`config.mk`:
```
export PLATFORM = sky130hd
export DESIGN_NAME = frame_rate_moving_average
export DESIGN_NICKNAME = d
export VERILOG_FILES = /design/src/rtl/frmavg_pkg.sv /design/src/rtl/frmavg_div.sv /design/src/rtl/frame_rate_moving_average.sv
export VERILOG_INCLUDE_DIRS = /design/src /design/src/rtl
export SDC_FILE = /design/constraint.sdc
export NUM_CORES = 2
export LEC_CHECK = 0
export ABC_AREA = 1
export BUFFER_PORTS_ARGS = -buffer_cell sky130_fd_sc_hd__clkbuf_2
export CORE_UTILIZATION = 57
export CTS_CLUSTER_SIZE = 25
export DETAILED_ROUTE_END_ITERATION = 16
export PLACE_DENSITY = 0.76
export SLEW_MARGIN = 0
export SYNTH_ARGS = -nofsm -noshare
export SYNTH_HDL_FRONTEND = slang
export SYNTH_HIERARCHICAL = 1
export SYNTH_SLANG_ARGS = --single-unit
```
`constraint.sdc`:
```
create_clock -name i_clk -period 6.3 [get_ports i_clk]
set_clock_uncertainty 0.1 [all_clocks]
set_input_delay 0.945 -clock i_clk [delete_from_list [all_inputs] [get_ports i_clk]]
set_output_delay 0.945 -clock i_clk [all_outputs]
set_load 0.02 [all_outputs]
```
`src/rtl/frame_rate_moving_average_assert.svh`:
```
// assertion macros for the frame rate moving average rtl
`ifndef FRAME_RATE_MOVING_AVERAGE_ASSERT_SVH
`define FRAME_RATE_MOVING_AVERAGE_ASSERT_SVH

// condition that must hold at every edge out of reset
`define FRMAVG_ASSERT_ALWAYS(lbl, clk, rst_n, cond, msg) \
    lbl: assert property (@(posedge clk) disable iff (!(rst_n)) (cond)) else $error(msg);

// antecedent at one edge implies consequent at the next
`define FRMAVG_ASSERT_NEXT(lbl, clk, rst_n, ante, cons, msg) \
    lbl: assert property (@(posedge clk) disable iff (!(rst_n)) (ante) |=> (cons)) \
        else $error(msg);

`endif

```
`src/rtl/frmavg_pkg.sv`:
```
package frmavg_pkg;

    localparam int RATE_W = 20;
    localparam int TICK_W = 32;

    // sequencer states, one-hot
    typedef enum logic [3:0] {
        ST_IDLE = 4'b0001,
        ST_RATE = 4'b0010,
        ST_AVG  = 4'b0100,
        ST_FIN  = 4'b1000
    } t_state;

    // divider status toward the sequencer
    typedef struct packed {
        logic busy;
        logic done;
    } t_div_sts;

endpackage

```
`src/rtl/frmavg_div.sv`:
```
module frmavg_div
    import frmavg_pkg::*;
#(
    parameter int N = 26
) (
    input  logic              i_clk,
    input  logic              i_rst_n,
    input  logic              i_start,
    input  logic [N-1:0]      i_dividend,
    input  logic [TICK_W-1:0] i_divisor,
    output logic [N-1:0]      o_quotient,
    output t_div_sts          o_sts
);

    localparam int CNT_W = $clog2(N + 1);

    logic [CNT_W-1:0]  r_cnt;
    logic              r_done;
    logic [N-1:0]      r_q;
    logic [TICK_W-1:0] r_rem;
    logic [TICK_W-1:0] r_dvs;

    logic [TICK_W:0]   shifted;
    logic [TICK_W+1:0] diff;
    logic              ge;

    // one restoring step per cycle
    always_comb begin
        shifted = {r_rem, r_q[N-1]};
        diff    = {1'b0, shifted} - {2'b00, r_dvs};
        ge      = !diff[TICK_W+1];
    end

    always_ff @(posedge i_clk) begin
        if (!i_rst_n) begin
            r_cnt  <= '0;
            r_done <= 1'b0;
        end else begin
            r_done <= 1'b0;
            if (i_start) begin
                r_cnt <= CNT_W'(N);
            end else if (r_cnt != '0) begin
                r_cnt <= r_cnt - 1'b1;
                if (r_cnt == CNT_W'(1)) begin
                    r_done <= 1'b1;
                end
            end
        end
    end

    always_ff @(posedge i_clk) begin
        if (i_start) begin
            r_q   <= i_dividend;
            r_rem <= '0;
            r_dvs <= i_divisor;
        end else if (r_cnt != '0) begin
            r_q   <= {r_q[N-2:0], ge};
            r_rem <= ge ? diff[TICK_W-1:0] : shifted[TICK_W-1:0];
        end
    end

    assign o_quotient = r_q;
    assign o_sts.busy = (r_cnt != '0);
    assign o_sts.done = r_done;

endmodule

```
`src/rtl/frame_rate_moving_average.sv`:
```
// Frame rate moving average. Each input transaction carries the free-running
// tick count seen at one frame; the block forms the instantaneous rate
// tick_rate_hz / (tick_now - previous tick) with a wrapping 32-bit delta
// (rate 0 on a zero delta, the previous tick then kept), keeps the last WINDOW
// rates in a ring with a running sum, and returns one output transaction with
// the truncated mean over the rates stored so far (up to WINDOW). One shared
// restoring divider does both divisions, one quotient bit per cycle, and
// o_stall stays high from acceptance until the result is loaded into the
// output register, so no new frame is taken while one is in work.
// A finished result sits in the output register and a new frame may be
// accepted while it waits. The tick rate register (reset value 1000) is
// written through i_cfg_we / i_cfg_data and should only change while idle.
module frame_rate_moving_average
    import frmavg_pkg::*;
#(
    parameter int WINDOW = 50
) (
    input  logic              i_clk,
    input  logic              i_rst_n,
    // configuration
    input  logic              i_cfg_we,
    input  logic [RATE_W-1:0] i_cfg_data,
    // frame input channel
    input  logic              i_valid,
    output logic              o_stall,
    input  logic [TICK_W-1:0] i_tick_now,
    // average output channel
    output logic              o_valid,
    input  logic              i_stall,
    output logic [RATE_W-1:0] o_avg_rate
);

    localparam int IDX_W  = (WINDOW > 1) ? $clog2(WINDOW) : 1;
    localparam int FILL_W = $clog2(WINDOW + 1);
    localparam int SUM_W  = RATE_W + FILL_W;

    t_state             r_state;
    logic [RATE_W-1:0]  r_tick_rate;
    logic [TICK_W-1:0]  r_prev;
    logic [TICK_W-1:0]  r_now;
    logic               r_zero;
    logic [IDX_W-1:0]   r_pos;
    logic [FILL_W-1:0]  r_fill;
    logic [SUM_W-1:0]   r_sum;
    logic [RATE_W-1:0]  r_old;
    logic               r_out_valid;
    logic [RATE_W-1:0]  r_out;

    // ring of stored rates, read once per frame before it is overwritten
    logic [RATE_W-1:0]  rate_ring [WINDOW];

    logic               in_acc;
    logic               out_acc;
    logic               full;
    logic [TICK_W-1:0]  delta;
    logic [RATE_W-1:0]  rate;
    logic [SUM_W-1:0]   n_sum;
    logic [FILL_W-1:0]  n_fill;
    logic [IDX_W-1:0]   n_pos;
    logic               update;
    logic               out_free;
    logic               out_load;

    logic               div_start;
    logic [SUM_W-1:0]   div_dividend;
    logic [TICK_W-1:0]  div_divisor;
    logic [SUM_W-1:0]   div_q;
    t_div_sts           div_sts;

    assign in_acc   = i_valid && !o_stall;
    assign out_acc  = r_out_valid && !i_stall;
    assign out_free = !r_out_valid || !i_stall;
    // finished average moves into the output register
    assign out_load = (r_state == ST_FIN) && out_free;
    assign full     = (r_fill == FILL_W'(WINDOW));
    assign delta    = i_tick_now - r_prev;
    assign update   = (r_state == ST_RATE) && div_sts.done;

    // rate from the first division, forced to zero on a zero delta
    assign rate   = r_zero ? '0 : div_q[RATE_W-1:0];
    // oldest entry leaves the sum only once the ring is full
    assign n_sum  = r_sum - (full ? SUM_W'(r_old) : '0) + SUM_W'(rate);
    assign n_fill = full ? r_fill : r_fill + 1'b1;
    assign n_pos  = (r_pos == IDX_W'(WINDOW - 1)) ? '0 : r_pos + 1'b1;

    // shared divider operands: tick rate / delta first, then sum / fill count
    always_comb begin
        div_start    = in_acc || update;
        div_dividend = SUM_W'(r_tick_rate);
        div_divisor  = delta;
        if (r_state == ST_RATE) begin
            div_dividend = n_sum;
            div_divisor  = TICK_W'(n_fill);
        end
    end

    frmavg_div #(
        .N (SUM_W)
    ) u_div (
        .i_clk      (i_clk),
        .i_rst_n    (i_rst_n),
        .i_start    (div_start),
        .i_dividend (div_dividend),
        .i_divisor  (div_divisor),
        .o_quotient (div_q),
        .o_sts      (div_sts)
    );

    // sequencer and control state
    always_ff @(posedge i_clk) begin
        if (!i_rst_n) begin
            r_state     <= ST_IDLE;
            r_tick_rate <= RATE_W'(1000);
            r_prev      <= '0;
            r_pos       <= '0;
            r_fill      <= '0;
            r_sum       <= '0;
            r_out_valid <= 1'b0;
        end else begin
            if (i_cfg_we) begin
                r_tick_rate <= i_cfg_data;
            end
            // a new average replaces one taken at the same edge
            if (out_load) begin
                r_out_valid <= 1'b1;
            end else if (out_acc) begin
                r_out_valid <= 1'b0;
            end
            unique case (r_state)
                ST_IDLE: begin
                    if (in_acc) begin
                        r_state <= ST_RATE;
                    end
                end
                ST_RATE: begin
                    if (div_sts.done) begin
                        r_sum   <= n_sum;
                        r_fill  <= n_fill;
                        r_pos   <= n_pos;
                        if (!r_zero) begin
                            r_prev <= r_now;
                        end
                        r_state <= ST_AVG;
                    end
                end
                ST_AVG: begin
                    if (div_sts.done) begin
                        r_state <= ST_FIN;
                    end
                end
                ST_FIN: begin
                    // hold the quotient until the output register is free
                    if (out_free) begin
                        r_state <= ST_IDLE;
                    end
                end
                default: begin
                    r_state <= ST_IDLE;
                end
            endcase
        end
    end

    // payload registers
    always_ff @(posedge i_clk) begin
        if (in_acc) begin
            r_now  <= i_tick_now;
            r_zero <= (delta == '0);
        end
        if (out_load) begin
            r_out <= div_q[RATE_W-1:0];
        end
    end

    // ring memory: registered read at acceptance, write at update
    always_ff @(posedge i_clk) begin
        if (in_acc) begin
            r_old <= rate_ring[r_pos];
        end
        if (update) begin
            rate_ring[r_pos] <= rate;
        end
    end

    assign o_stall    = (r_state != ST_IDLE);
    assign o_valid    = r_out_valid;
    assign o_avg_rate = r_out;

`include "frame_rate_moving_average_assert.svh"

    // fill count saturates at the window length
    `FRMAVG_ASSERT_ALWAYS(a_fill_max, i_clk, i_rst_n, r_fill <= FILL_W'(WINDOW), "fill over window")
    // write slot stays inside the ring
    `FRMAVG_ASSERT_ALWAYS(a_pos_range, i_clk, i_rst_n,
        {1'b0, r_pos} < (IDX_W + 1)'(WINDOW), "ring slot out of range")
    // divider is never restarted mid-division
    `FRMAVG_ASSERT_ALWAYS(a_div_start, i_clk, i_rst_n,
        !(div_start && div_sts.busy), "divider restarted while busy")
    // an accepted frame is followed by the rate division with the input stalled
    `FRMAVG_ASSERT_NEXT(a_busy_after_acc, i_clk, i_rst_n, in_acc,
        o_stall && (r_state == ST_RATE), "no rate division after acceptance")

endmodule
```
; ---- Word level (Yosys, flattened, before mapping)
; Memory sizes are Yosys's and may differ from the RTL's. A register that Yosys moved wholly into a read port is not among the register bits.
; Cells that the tools add are included.
[totals]
reg_bits = 244
latch_bits = 0
ram_bits = 1000
mem_bits_ro = 0
inputBits = 57
out_inout_bits = 22
word_cells = 80
mem_count = 1
[op_classes]
addsub = 7
mul = 0
n_div = 0
magnitude_cmp = 0
n_eq_ne = 12
n_shift = 0
muxes = 21
bitwise_logic = 3
n_reduce_logical = 19
[mem_list]
columns = name, depth, width, rd, rd_clocked_by_memory_dff, write_ports, line_no
row1 = rate_ring, 50, 20, 1, 1, 1, frame_rate_moving_average.sv:50  ; logic [RATE_W-1:0] rate_ring [WINDOW];
[op_table]
columns = op, n
row1 = 26-bit two-way mux, 3
row2 = 20-bit two-way mux, 2
row3 = 33-bit by 32-bit subtractor with 34-bit output, 1
row4 = 32-bit zero test, 1
row5 = 32-bit two-way mux, 1
row6 = 32-bit subtractor, 1
row7 = 26-bit by 20-bit adder with 26-bit output, 1
row8 = 26-bit by 20-bit subtractor with 26-bit output, 1
row9 = 6-bit two-way mux, 3
row10 = 4-bit two-way mux, 4
row11 = 4-bit one-hot mux with 4 select lines, 1
row12 = 6-bit by 1-bit adder with 6-bit output (second input constant), 2
row13 = 6-bit == test (second input constant), 2
row14 = 5-bit two-way mux, 2
row15 = 5-bit by 1-bit == test with 1-bit output (second input constant), 1
row16 = 1-bit two-way mux, 5
row17 = 5-bit nonzero test, 1
row18 = 5-bit by 1-bit subtractor with 5-bit output (second input constant), 1
row19 = 4-bit by 1-bit == test with 1-bit output (second input constant), 1
row20 = 4-bit by 2-bit == test with 1-bit output (second input constant), 1
row21 = 4-bit by 3-bit == test with 1-bit output (second input constant), 1
row22 = 4-bit == test (second input constant), 1
row23 = 1-bit logical AND, 4
row24 = 1-bit zero test, 4
row25 = other kinds (11), 17

; ---- Depth between registers and ports, before layout
[logic_depth]
word_depth = 6
mapped_depth = 22
mapped_depth_nobuf = 21

; ---- By module
; The synthesis kept the hierarchy.
[modules_own_cells]
columns = module, n_inst, cells_per_inst, area_each_um2, seq_area_each_um2
row1 = frame_rate_moving_average, 1, 4064, 48397.7, 34122.7
row2 = frmavg_div, 1, 961, 6681.4, 2502.4

; ---- Worst setup path before layout
; No wires, ideal clock.
[synth_timing]
path_kind = in2reg
startpoint = input port i_valid
endpoint = register u_div.r_q[0] (netlist: u_div/o_quotient[0]) (enable)
setup_ps = 401
arrival_time_ps = 5735
required_ps = 5799
slack_ps = 63
cell_stages = 8
path_buffers = 2
path_cell_list = inv_1 nor2_1 inv_1 nand2_1 clkbuf_1 nor2_2 inv_1 clkbuf_1
[synth_between]
elab_chain_cells = 3
[synth_rtl]
columns = item, line_no
row1 = from (decl), frame_rate_moving_average.sv:24  ; input logic i_valid,
row2 = 1-bit logical AND, frame_rate_moving_average.sv:70  ; assign in_acc = i_valid && !o_stall;
row3 = named net in_acc, frame_rate_moving_average.sv:52  ; logic in_acc;
row4 = 1-bit logical OR, frame_rate_moving_average.sv:88  ; div_start = in_acc || update;
row5 = named net div_start, frame_rate_moving_average.sv:64  ; logic div_start;
row6 = 2-bit nonzero test (no line), n/a
row7 = to (signal assigned), frmavg_div.sv:53  ; r_q <= i_dividend;
row8 = to (signal assigned), frmavg_div.sv:57  ; r_q <= {r_q[N-2:0], ge};
row9 = to (decl), frmavg_div.sv:19  ; logic [N-1:0] r_q;
; The timed path passes the listed nets, and every way through them passes these cells.
; A chain may end at the register's enable or synchronous reset.

; ---- Worst setup path in the final report
[layout_timing]
startpoint = register r_state[1]
endpoint = memory rate_ring[32][7] (enable)
[layout_between]
elab_chain_cells = 4
[layout_rtl]
columns = item, line_no
row1 = from (decl), frame_rate_moving_average.sv:37  ; t_state r_state;
row2 = from (signal assigned), frame_rate_moving_average.sv:112  ; r_state <= ST_IDLE;
row3 = from (signal assigned), frame_rate_moving_average.sv:132  ; r_state <= ST_RATE;
row4 = from (signal assigned), frame_rate_moving_average.sv:143  ; r_state <= ST_AVG;
row5 = 4-bit by 2-bit == test with 1-bit output, frame_rate_moving_average.sv:77  ; assign update = (r_state == ST_RATE) && div_sts.done;
row6 = 1-bit logical AND, frame_rate_moving_average.sv:77
row7 = 1-bit two-way mux, frame_rate_moving_average.sv:180  ; if (update) begin
row8 = 1-bit two-way mux (not written as such), frame_rate_moving_average.sv:181  ; rate_ring[r_pos] <= rate;
row9 = to (decl), frame_rate_moving_average.sv:50
; Every way passes these cells.

==> impl_metrics.ini <==
[floorplanning]
rows = 113
die-area_sq_um = 97880
fp.dieW_um = 312.9
io_pins = 79
core-area_sq_um = 95290
start_util_pct = 57.80
die_h_um = 312.9

[placement]
dp_slack_ns = 2.057
hpwl_um = 92530
place_congestion = 0.9555
post_dp_cell_area_sq_um = 57040
dp.cells = 6280
port-buffer-count = 78

[routing]
ant_nets = 0
vias_per_cell = 5.925
firstDrtPassIters = 6
wl_per_cell_um = 22.99
drtIter0Drc = 5504
route.vias.total = 38550
wl_um = 149600
drcViolationCount = 0

[clock_tree]
cts_tree = yes
h-tree-depth = 3
clockBufferDepth = 3
clock_sinks = 1264
cts_resized = 0
holdBufCountCts = 0
clock_latency_ns = 0.72
numCtsBuffers = 120
post_cts_buffers = 0
cts-root-buf = clkbuf_16
cts.clk_slew.worst_paths_ns = 0.07

[sta]
setup_violations = 0
tightest_slew_ns = 1.354
tns_ns = 0
finalCritPeriodShare_pct = 68.39
rsz0062_at_grt = false
period_minus_slack_ns = 4.309
setup_slack_ns = 1.991
drv_slew = 0
fin_hold_ws_ns = 0.3196
finalHoldViolCount = 0
slew_headroom_pct = 9.657
fmax_mhz = 232.1

[global_route]
busiest_layer = met2
antenna_found_initial = 4
use_met1_pct = 41.65
use_met2_pct = 48.27
grt-ovfl-total = 0
grt_pass1_wl_um = 223900
grt_max_degree = 74
grt.met3_usage_pct = 6.749
track_usage_pct = 30.58
grt_pass1_vias = 36990

[layout]
drive_gt1_share_pct = 8.699
fin_util_pct = 63.87
multi_input_comb_area_sq_um = 15450
syn2layout_area_growth_pct = 10.50
nFillCells = 7237
fin_area_sq_um = 60860
layout.nets = 5312
antenna_cells = 0
register_area_sq_um = 36630
stdcell_count = 6507

[critical_path]
startpoint_type = flip-flop
endpoint_kind = flip-flop
path_max_fanout = 51
critPathRequiredTime_ns = 6.52
worstPathArrival_ns = 4.53
worstSetupPathType = reg2reg

[yosys]
synth_warnings = 6
syn_inst = 5025
synth_edf_count = 1131
syn_area_per_cell_sq_um = 10.96
yosysTopAreaCell = edfxtp_1
syn_nets = 5200
ys_types = 56
synth_seq_area_share_pct = 66.50
synth_most_common_cell = nand2_1
synth_area_leaders = edfxtp_1 (62%), nand2_1 (9.5%), dfxtp_1 (4.8%), inv_1 (4.0%), nor2_1 (2.4%)
synthFlopType = edfxtp_1
synthTopCellsByCount = nand2_1 (1,401), edfxtp_1 (1,131), inv_1 (588)
ys_seq_elements = 1264
async_flop_share_pct = 0
syn_area_sq_um = 55080
yosysTopAreaCellShare_pct = 61.66

[power_and_ir_drop]
p_switching_mw = 6.227
power_density_nw_per_um2 = 349.6
p_int_mw = 15.05
vdd_drop_max_mv = 0.3284
power_frac_clock_pct = 33.1
seqPwrFrac_pct = 48.2
p_leak_nw = 23.93
totalPowerFinal_mw = 21.28
power_frac_comb_pct = 18.8
sw_frac_of_total_pct = 29.27

[hold_path]
hp-class = in2reg

[flow_run]
drv_cap = 0

[status]
status = finished clean
worst max-delay path, stage by stage (launching register included):
cell and delay [ns]:
dfxtp_1 0.37, inv_1 0.10, nor4_4 0.21, buf_4 0.50
inv_2 0.42, nor2_4 0.36, buf_4 0.31, nand2_1 0.38
nor2_2 1.14
kinds of logic (layout without fill, tap and decap cells):
group	count (synthesis)	after routing	synth area share (%)
adders and majority gates	118	118	2.980
AOI/OAI and AO/OA	640	640	7.531
xor gates and xnor gates	44	44	0.6997
buffers and inverters	785	1002	5.727
and+or+nand+nor	2174	2174	16.57
DFF	1264	1264	66.50
state kept, by name, summed over array words and instances, names as in the netlist, 20 cells and up:
name and flops:
o_avg_rate 20, r_now 32, r_old 20, r_prev 32, r_sum 26, r_tick_rate 20, rate_ring 1000, u_div/o_quotient 26
u_div/r_dvs 32, u_div/r_rem 32
layout make-up:
type	count	area share (%)
inverter	606	3.766
tap	1265	2.601
sequential	1264	60.18
clock buffer	149	5.146
clock inverter	78	1.137
timing repair buffer	169	1.784
multi-input combinational	2976	25.39
layer usage:
metal	vias to the layer above	share of wire, %
li1	17520	-
met1	18430	38
met2	2251	46
met3	351	12
met4	2	4.1
met5	-	0.010
cells in the final DEF (no fill, tap or decap), types with 6 or more instances in the layout:
master and count:
nand2_1 1399, edfxtp_1 1131, inv_1 588, nor2_1 304
nand3_1 196, a21oi_1 173, o21ai_0 140, dfxtp_1 133
a22oi_1 126, clkbuf_16 120, nand4_1 108, a221oi_1 100
ha_1 96, buf_4 90, clkbuf_2 78, nor2_2 53
clkinv_1 30, clkinv_2 27, clkbuf_1 27, a22o_1 25
xnor2_1 24, fa_1 22, nand3b_1 21, xor2_1 20
nor3_1 19, and3_1 16, nand3_2 13, o211ai_1 13
o21ai_1 12, a31oi_1 9, bufinv_16 9, inv_2 8
o31ai_1 8, and2_1 8, nand2_2 8, inv_4 7
nor2_4 6
final timing paths:
kind / from / endpoint / slack, ns / depth (start not counted)
min reg2reg: r_prev[22] / r_prev[22] / 0.36 / 2
max: r_state[1] / rate_ring[32][7] / 1.99 / 8
min: i_tick_now[25] / r_now[25] / 0.32 / 1
max reg2reg: r_state[1] / rate_ring[32][7] / 1.99 / 8
power by group through the flow:
stage                     Combinational (mW)  Clock (mW)  Sequential [mW]
after CTS                               3.94        7.08             10.2
after global placement                  3.84           0             10.4
after global routing                    4.41        7.39             10.3
final                                   4.00        7.03             10.2
after floorplan                         2.67           0             10.4
after detailed placement                3.92           0             10.4
Note: power is estimated with default switching activity, not from simulation.
